===== src/sv/svn_pkg.sv =====
`timescale 1ns / 1ps
`default_nettype none
package svn_pkg;

	// Mesh size and derived address width.
	localparam int MAX_VERTICES = 1024;
	localparam int VTX_ADDR_W = $clog2(MAX_VERTICES);

	// Field widths.
	localparam int POS_W = 24;
	localparam int ACC_W = 24;
	localparam int NRM_W = 16;
	localparam int MAG_W = 51;
	localparam int THR_W = 32;

	// Memory entry widths: the vertex entry carries a loaded flag on top.
	localparam int VTX_MEM_W = 3 * POS_W + 1;
	localparam int ACC_MEM_W = 3 * ACC_W;

	// Unit length in the normal format.
	localparam logic [NRM_W-1:0] UNIT = 16'd16384;

	// Function codes.
	localparam logic [1:0] FUNC_LOAD = 2'd0;
	localparam logic [1:0] FUNC_TRI  = 2'd1;
	localparam logic [1:0] FUNC_READ = 2'd2;

	// Status codes.
	localparam logic STATUS_OK  = 1'b0;
	localparam logic STATUS_ERR = 1'b1;

	// Top level sequencer states.
	typedef enum logic [3:0] {
		T_IDLE,
		T_LOAD,
		T_VRD,
		T_VCAP,
		T_VCHK,
		T_XMUL,
		T_NSTART,
		T_NORM,
		T_ARD,
		T_AWR,
		T_RRD,
		T_RCHK,
		T_FIN
	} top_state_t;

	// Normalizer states.
	typedef enum logic [3:0] {
		N_IDLE,
		N_CHK,
		N_DSQ,
		N_DCMP,
		N_SHIFT,
		N_SQ,
		N_SQRT,
		N_DIVI,
		N_DIV,
		N_DONE
	} norm_state_t;

	// Result handed back by the normalizer.
	typedef struct packed {
		logic                    done;
		logic signed [NRM_W-1:0] nx;
		logic signed [NRM_W-1:0] ny;
		logic signed [NRM_W-1:0] nz;
	} norm_res_t;

endpackage
`default_nettype wire


===== src/sv/svn_norm.sv =====
`timescale 1ns / 1ps
`default_nettype none
module svn_norm
	import svn_pkg::*;
(
	input  wire logic                    clk,
	input  wire logic                    arst_n,
	input  wire logic                    start,
	input  wire logic [THR_W-1:0]        thr,
	input  wire logic signed [MAG_W-1:0] cx,
	input  wire logic signed [MAG_W-1:0] cy,
	input  wire logic signed [MAG_W-1:0] cz,
	output norm_res_t                    res
);

	norm_state_t state_q, state_d;

	logic [MAG_W-1:0] m_q [3];
	logic             neg_q [3];
	logic [1:0]       k_q;
	logic [4:0]       cnt_q;
	logic [43:0]      s_q;
	logic [21:0]      root_q;
	logic [25:0]      rem_q;
	logic [21:0]      drem_q;
	logic [15:0]      dlow_q;
	logic [15:0]      dq_q;
	logic [NRM_W-1:0] n_q [3];

	logic [MAG_W-1:0] mx;
	logic [MAG_W-1:0] sel_m;
	logic [41:0]      prod;
	logic [25:0]      rem_next;
	logic [25:0]      trial;
	logic [22:0]      rt;
	logic             qbit;
	logic [15:0]      qn;
	logic [NRM_W-1:0] qc;
	logic [35:0]      num;
	logic             nrm_done;

	// Largest magnitude and the shared squaring multiplier.
	always_comb begin
		mx = m_q[0];
		if (m_q[1] > mx) mx = m_q[1];
		if (m_q[2] > mx) mx = m_q[2];
		case (k_q)
			2'd0:    sel_m = m_q[0];
			2'd1:    sel_m = m_q[1];
			default: sel_m = m_q[2];
		endcase
		prod = sel_m[20:0] * sel_m[20:0];
	end

	// One square-root digit and one quotient bit per cycle.
	always_comb begin
		rem_next = {rem_q[23:0], s_q[43:42]};
		trial    = {2'b00, root_q, 2'b01};
		rt       = {drem_q, dlow_q[15]};
		qbit     = rt >= {1'b0, root_q};
		qn       = {dq_q[14:0], qbit};
		qc       = (qn > UNIT) ? UNIT : qn;
		num      = {1'b0, sel_m[20:0], 14'd0} + {15'd0, root_q[21:1]};
	end

	always_ff @(posedge clk or negedge arst_n) begin
		if (!arst_n) begin
			state_q <= N_IDLE;
		end else begin
			state_q <= state_d;
		end
	end

	// Next state and the done flag.
	always_comb begin
		state_d  = state_q;
		nrm_done = 1'b0;
		unique case (state_q)
			N_IDLE:  if (start) state_d = N_CHK;
			N_CHK: begin
				if (mx == '0) state_d = N_DONE;
				else if (mx < (MAG_W'(1) << 17)) state_d = N_DSQ;
				else state_d = N_SHIFT;
			end
			N_DSQ:   if (k_q == 2'd2) state_d = N_DCMP;
			N_DCMP:  state_d = (s_q <= {12'd0, thr}) ? N_DONE : N_SHIFT;
			N_SHIFT: begin
				if (mx < (MAG_W'(1) << 21) && mx >= (MAG_W'(1) << 20)) state_d = N_SQ;
			end
			N_SQ:    if (k_q == 2'd2) state_d = N_SQRT;
			N_SQRT:  if (cnt_q == 5'd21) state_d = N_DIVI;
			N_DIVI:  state_d = N_DIV;
			N_DIV:   if (cnt_q == 5'd15) state_d = (k_q == 2'd2) ? N_DONE : N_DIVI;
			N_DONE: begin
				nrm_done = 1'b1;
				state_d  = N_IDLE;
			end
			default: state_d = N_IDLE;
		endcase
	end

	// Datapath registers.
	always_ff @(posedge clk) begin
		case (state_q)
			N_IDLE: begin
				if (start) begin
					neg_q[0] <= cx[MAG_W-1];
					neg_q[1] <= cy[MAG_W-1];
					neg_q[2] <= cz[MAG_W-1];
					m_q[0]   <= cx[MAG_W-1] ? MAG_W'(-cx) : MAG_W'(cx);
					m_q[1]   <= cy[MAG_W-1] ? MAG_W'(-cy) : MAG_W'(cy);
					m_q[2]   <= cz[MAG_W-1] ? MAG_W'(-cz) : MAG_W'(cz);
					n_q[0]   <= '0;
					n_q[1]   <= '0;
					n_q[2]   <= '0;
				end
			end
			N_CHK: begin
				k_q <= 2'd0;
				s_q <= '0;
			end
			N_DSQ, N_SQ: begin
				s_q <= s_q + {2'b00, prod};
				k_q <= k_q + 2'd1;
				cnt_q  <= '0;
				root_q <= '0;
				rem_q  <= '0;
			end
			N_SHIFT: begin
				k_q <= 2'd0;
				s_q <= '0;
				if (mx >= (MAG_W'(1) << 21)) begin
					m_q[0] <= m_q[0] >> 1;
					m_q[1] <= m_q[1] >> 1;
					m_q[2] <= m_q[2] >> 1;
				end else if (mx < (MAG_W'(1) << 20)) begin
					m_q[0] <= m_q[0] << 1;
					m_q[1] <= m_q[1] << 1;
					m_q[2] <= m_q[2] << 1;
				end
			end
			N_SQRT: begin
				s_q   <= s_q << 2;
				cnt_q <= cnt_q + 5'd1;
				k_q   <= 2'd0;
				if (rem_next >= trial) begin
					rem_q  <= rem_next - trial;
					root_q <= {root_q[20:0], 1'b1};
				end else begin
					rem_q  <= rem_next;
					root_q <= {root_q[20:0], 1'b0};
				end
			end
			N_DIVI: begin
				drem_q <= {2'b00, num[35:16]};
				dlow_q <= num[15:0];
				dq_q   <= '0;
				cnt_q  <= '0;
			end
			N_DIV: begin
				drem_q <= qbit ? 22'(rt - {1'b0, root_q}) : rt[21:0];
				dlow_q <= dlow_q << 1;
				dq_q   <= qn;
				cnt_q  <= cnt_q + 5'd1;
				if (cnt_q == 5'd15) begin
					n_q[k_q] <= neg_q[k_q] ? NRM_W'(-qc) : qc;
					k_q      <= k_q + 2'd1;
				end
			end
			default: begin
			end
		endcase
	end

	assign res = {nrm_done, n_q[0], n_q[1], n_q[2]};

endmodule
`default_nettype wire


===== config.mk =====
export PLATFORM = sky130hd
export DESIGN_NAME = svn_norm
export DESIGN_NICKNAME = d
export VERILOG_FILES = /design/src/sv/svn_pkg.sv /design/src/sv/svn_norm.sv
export SDC_FILE = /design/constraint.sdc
export NUM_CORES = 2
export LEC_CHECK = 0
export BUFFER_PORTS_ARGS = -buffer_cell sky130_fd_sc_hd__buf_2
export CAP_MARGIN = 20
export CORE_ASPECT_RATIO = 1.2
export CORE_MARGIN = 2
export CORE_UTILIZATION = 53
export CTS_BUF_LIST = sky130_fd_sc_hd__clkbuf_8
export DETAILED_ROUTE_END_ITERATION = 7
export PLACE_DENSITY = 0.73
export SYNTH_ARGS = -nofsm -noshare
export SYNTH_HDL_FRONTEND = slang
export SYNTH_SLANG_ARGS = --single-unit

===== constraint.sdc =====
create_clock -name clk -period 26.5 [get_ports clk]
set_input_delay 2.65 -clock clk [delete_from_list [all_inputs] [get_ports clk]]
set_output_delay 2.65 -clock clk [all_outputs]
set_load 0.01 [all_outputs]

# [After elaboration in Yosys (flattened, before gate mapping)]
# Memory sizes are Yosys's and may differ from the RTL's. A register that Yosys moved wholly into a read port is not among the register bits.
# Index checks and enable logic that the tools add are counted.
[op_classes] bitwise_logic=6 order_cmp=11 n_mux=55 n_shift=0 n_div=0 n_reduce_logical=17 eq_ne=19 add_sub_neg=10 mul=1
[ops] operator="$mux W51" count=11
[ops] operator="$neg A51 Y51" count=3
[ops] operator="$pmux W44 S3" count=1
[ops] operator="$gt A51 B51 Y1" count=2
[ops] operator="$pmux W22 S2" count=2
[ops] operator="$ge A51 B21 Y1 const B" count=1
[ops] operator="$ge A51 B22 Y1 const B" count=1
[ops] operator="$logic_not A51 Y1" count=1
[ops] operator="$lt A51 B18 Y1 const B" count=1
[ops] operator="$lt A51 B21 Y1 const B" count=1
[ops] operator="$lt A51 B22 Y1 const B" count=1
[ops] operator="$mux W16" count=3
[ops] operator="$pmux W24 S2" count=1
[ops] operator="$add A44 B42 Y44" count=1
[ops] operator="$le A44 B32 Y1" count=1
[ops] operator="$mul A21 B21 Y42" count=1
[ops] operator="$pmux W21 S2" count=1
[ops] operator="$add A35 B21 Y36" count=1
[ops] operator="$mux W4" count=9
[ops] operator="$pmux W4 S9" count=1
[ops] operator="$pmux W16 S2" count=1
[ops] operator="$pmux W15 S2" count=1
[ops] operator="$ge A26 B24 Y1" count=1
[ops] operator="$mux W24" count=1
[ops] operator="33 further kinds" count=71
[word_totals] ff_bits=154 latch_bits=0 mem_bits_rw=204 mem_bits_ro=0 memories=3 inputBits=188
[mem_list] name="m_q" depth=3 word_bits=51 read_ports=3 rd_clocked_by_memory_dff=0 wr=3 line="svn_norm.sv:18" rtl="logic [MAG_W-1:0] m_q [3];"
[mem_list] name="n_q" depth=3 word_bits=16 read_ports=3 rd_clocked_by_memory_dff=0 wr=3 line="svn_norm.sv:28" rtl="logic [NRM_W-1:0] n_q [3];"
[mem_list] name="neg_q" depth=3 word_bits=1 read_ports=1 rd_clocked_by_memory_dff=1 wr=3 line="svn_norm.sv:19" rtl="logic neg_q [3];"

# [Depth between registers and ports, before layout]
# An unclocked memory read counts as a cell.
[depth] depth_word=11 mapped_depth=36 depth_no_buf=33

# [Worst setup path after synthesis]
# Ideal clock, no wire load.
[synth_timing] path_type="register -> register" start="memory m_q[1][49], in the netlist m_q[0][100]" end="memory m_q[0][0] (enable)" t_arrival_ns=8.613 path_slack_ns=17.368 path_stages_with_launch=24 path_buffers=4 period_less_slack_ns=9.132 required_ns=25.982 path_cell_list="edfxtp_1 -> ha_1 -> nand4_1 -> nor4_2 -> and4_1 -> a22oi_1 -> nand2_1 -> buf_1 -> clkbuf_1 -> buf_1 -> mux2i_1 -> ha_1 -> nand4_1 -> a211oi_1 -> nor4_1 -> o21ai_0 -> nand2_1 -> nand3b_1 -> mux2i_1 -> o31ai_1 -> o31a_1 -> clkbuf_1 -> mux2_2 -> nand2_1"
[synth_lines] item="start: declaration" line="svn_norm.sv:18"

# [Final worst setup path]
[layout_timing] start="register k_q[0]" end="register s_q[43], data pin"
[layout_between] elab_chain_cells=5
[layout_lines] item="start: declaration" line="svn_norm.sv:20" rtl="logic [1:0] k_q;"
[layout_lines] item="start signal: assignment" line="svn_norm.sv:124" rtl="k_q <= k_q + 2'd1;"
[layout_lines] item="start signal: assignment" line="svn_norm.sv:167" rtl="k_q <= k_q + 2'd1;"
[layout_lines] item="$eq A2 B1 Y1 / $logic_not A2 Y1 (equally long branches)" line="svn_norm.sv:47" rtl="case (k_q)"
[layout_lines] item="$pmux W21 S2 *" line="svn_norm.sv:47"
[layout_lines] item="$mul A21 B21 Y42 *" line="svn_norm.sv:52" rtl="prod = sel_m[20:0] * sel_m[20:0];"
[layout_lines] item="$add A44 B42 Y44 *" line="svn_norm.sv:123" rtl="s_q <= s_q + {2'b00, prod};"
[layout_lines] item="$pmux W44 S3 *" line="svn_norm.sv:104" rtl="case (state_q)"
[layout_lines] item="end signal: assignment" line="svn_norm.sv:123"
[layout_lines] item="end signal: assignment" line="svn_norm.sv:143" rtl="s_q <= s_q << 2;"
[layout_lines] item="end: declaration" line="svn_norm.sv:22" rtl="logic [43:0] s_q;"
# Mark *: on every way between the ends. The rest lies on a longest branch, timed or not.
# A chain may end at the register's enable or synchronous reset.

==> run_results.csv <==
group,metric,value,unit
min_path,min_from,"dlow_q[13]$_DFFE_PP_",
synth,synth.distinct_cells,78,
clocking,cts_setup_buffers,0,
global_route,grt_pass1_wl,175000,microns
placed_design,dpl_worst_slack,16.19,ns
global_route,grt_max_degree,89,
final_layout,regArea,10800,sq um
routing,routedWlPerCell,20.2,microns
timing,post-route-period-util,39.6,%
critical_path,r2r_slack,16.02,ns
placed_design,hpwl,86100,microns
critical_path,required,26.94,ns
synth,synth_top_area_share,27.0,%
final_layout,nFillCells,6536,
routing,vias,32500,
clocking,cts.path.max_buffers,3,
critical_path,slowest_stage,"a21oi_1",
placed_design,place_congestion,0.968,
synth,synth_top_family_by_area,"adder cells",
synth,synth_top_area_cell,"edfxtp_1",
synth,ys_ff_latch,360,
global_route,grt_overflow_total,0,
clocking,clk_latency,0.71,ns
synth,yosysMostFrequentCell,"inv_1",
synth,syn-cell-area,39400,sq um
floorplanning,rows,109,
final_layout,fin_nets,5366,
critical_path,cp_max_fo,23,
synth,synth_area_leaders,"edfxtp_1, fa_1, ha_1",
clocking,cts-resized-gates,0,
floorplanning,pin_count,237,
critical_path,cp-start-kind,"flop",
synth,ys_top_cells_by_count,"inv_1, nor2_1, nand2_1",
timing,timing.fmax,0.0954,GHz
synth,yosysWarningCount,0,
final_layout,multiInputGateArea,26000,sq um
critical_path,worstReg2RegStart,"k_q[0]$_DFFE_PP_",
floorplanning,coreArea,73600,sq um
clocking,holdBufCountCts,0,
timing,setup_ws,16.02,ns
floorplanning,dieArea,76500,sq um
floorplanning,start_util,53.5,%
synth,synthCells,4305,
routing,drtIter0Drc,2474,
timing,rsz0062_at_grt,"no",
critical_path,cp-startpoint,"k_q[0]$_DFFE_PP_",
routing,firstDrtPassIters,7,
routing,wirelength,111000,microns
global_route,grtUsageMet1,34.7,%
global_route,antenna_found_initial,10,
synth,syn_nets,5191,
synth,syn_avg_cell_area,9.14,sq um
final_layout,area_growth,8.87,%
synth,synth-seq-area-share,27.4,%
critical_path,worstPathArrival,10.93,ns
timing,finalMaxSlewViolations,0,
synth,synth_compound_area_share,14.7,%
synth,synth-xor-area-share,5.65,%
clocking,htreeDepth,3,
global_route,groute.layer.met2.usage,52.0,%
job,maxCapViolCount,0,
critical_path,end_kind,"flop",
global_route,grt_pass1_vias,32700,
routing,ant_nets,0,
global_route,grt_usage,29.4,%
timing,hold_viol,0,
clocking,cts_tree,"done",
timing,slew_headroom,30.6,%
timing,setup_viol,0,
floorplanning,die_w,253,microns
critical_path,critPathKind,"reg -> reg",
min_path,hold_class,"reg -> reg",
timing,tns,0,ns
global_route,met3_usage,4.30,%
clocking,path_clk_slew,0.06,ns
timing,worstMarginPinSlew,1.04,ns
routing,viasPerCell,5.94,
timing,min_period,10.48,ns
synth,synthAdderAreaFrac,28.9,%
synth,yosys.area_share.simple,14.6,%
routing,drc_errors,0,
clocking,cts_root_buffer,"clkbuf_8",
floorplanning,die_height,303,microns
critical_path,cpPeakStageDelay,0.83,ns
synth,synth_edf_count,354,
clocking,clock-sinks,360,
status,outcome,"complete, no violations",
synth,synth_flop_cell,"edfxtp_1",
placed_design,io_buffers,236,
timing,fin_skew,0.0383,ns
global_route,busiest_layer,"met2",
synth,yosys-mux-area-fraction,1.92,%
synth,async_flop_share,1.11,%
clocking,numCtsBuffers,67,
final_layout,drive_above_1_share,9.40,%
==> registers in the layout, indices dropped and copies added (netlist names), named ones only <==
name and count:
neg_q 3, m_q 153, rem_q 24, dlow_q 16
drem_q 22, k_q 2, s_q 44, dq_q 15
n_q 48, state_q 4, cnt_q 5, root_q 22
==> layout make-up <==
cell class | instances | share of cell area, %
Antenna cell | 6 | 0.0350
Sequential cell | 360 | 25.1
Clock buffer | 68 | 2.18
Timing Repair Buffer | 276 | 3.49
Multi-Input combinational cell | 3225 | 60.6
Inverter | 550 | 4.82
Clock inverter | 51 | 0.966
Tap cell | 943 | 2.75
==> logic make-up (layout without fill, tap and decap cells) <==
kind of cell             count (synthesis)  count (layout)
multiplexers                            74              74
AO/OA/AOI/OAI                          940             940
XOR/XNOR                               254             254
adder cells (fa/ha/maj)                698             698
flip-flops                             360             360
buffers and inverters                  720             945
AND/OR/NAND/NOR                       1259            1259
other                                    0               6
==> critical path, delay by kind of cell, from the launching register on <==
kind	cells	cell delay (ns)
buffers and inverters	8	1.30
xor gates and xnor gates	1	0.14
and+or+nand+nor	3	0.63
adders and majority gates	9	4.57
DFF	1	0.41
AOI/OAI and AO/OA	11	3.17
==> per-layer routing <==
metal	part of all wire, %	vias up
met5	0.031	-
met4	5.4	6
met3	6.4	314
met2	50	1284
met1	38	15700
li1	-	15200
==> placed cells by master (no fill, tap or decap), drive strengths merged, types with 28 or more instances in the layout <==
master,n
a21o,62
a21oi,197
a22o,46
and3,28
buf,276
clkbuf,68
clkinv,31
edfxtp,354
fa,350
ha,348
inv,561
mux2i,66
nand2,371
nand2b,33
nand3,45
nand4,52
nor2,490
nor2b,31
nor3,41
nor4,60
o21ai,370
o22ai,47
o31ai,53
or3,34
xnor2,215
xor2,39
==> metrics by stage <==
step	util [%]	instance area [sq um]	std cells	hold WS, ns
CTS	58.1	42800	5471	0.523
global placement	56.3	41500	5352	0.500
floorplan	-	39400	4305	0.484
detailed placement	56.3	41500	5352	0.509
finish	58.2	42900	5479	0.517
global route	58.2	42800	5477	0.543
==> path summary, 6_finish.rpt <==
check,end,depth (start not counted)
min in group asynchronous,state_q[0]$_DFFE_PN0P_,1
hold / removal,dlow_q[14]$_DFFE_PP_,2
setup / recovery,s_q[43]$_DFFE_PP_,32
hold reg to reg,dlow_q[14]$_DFFE_PP_,2
setup reg to reg,s_q[43]$_DFFE_PP_,32
max in group asynchronous,state_q[2]$_DFFE_PN0P_,1
Power is left out: the tool's default activity adds up to more than one toggle a clock period on the data nets, which glitch-free logic cannot reach.
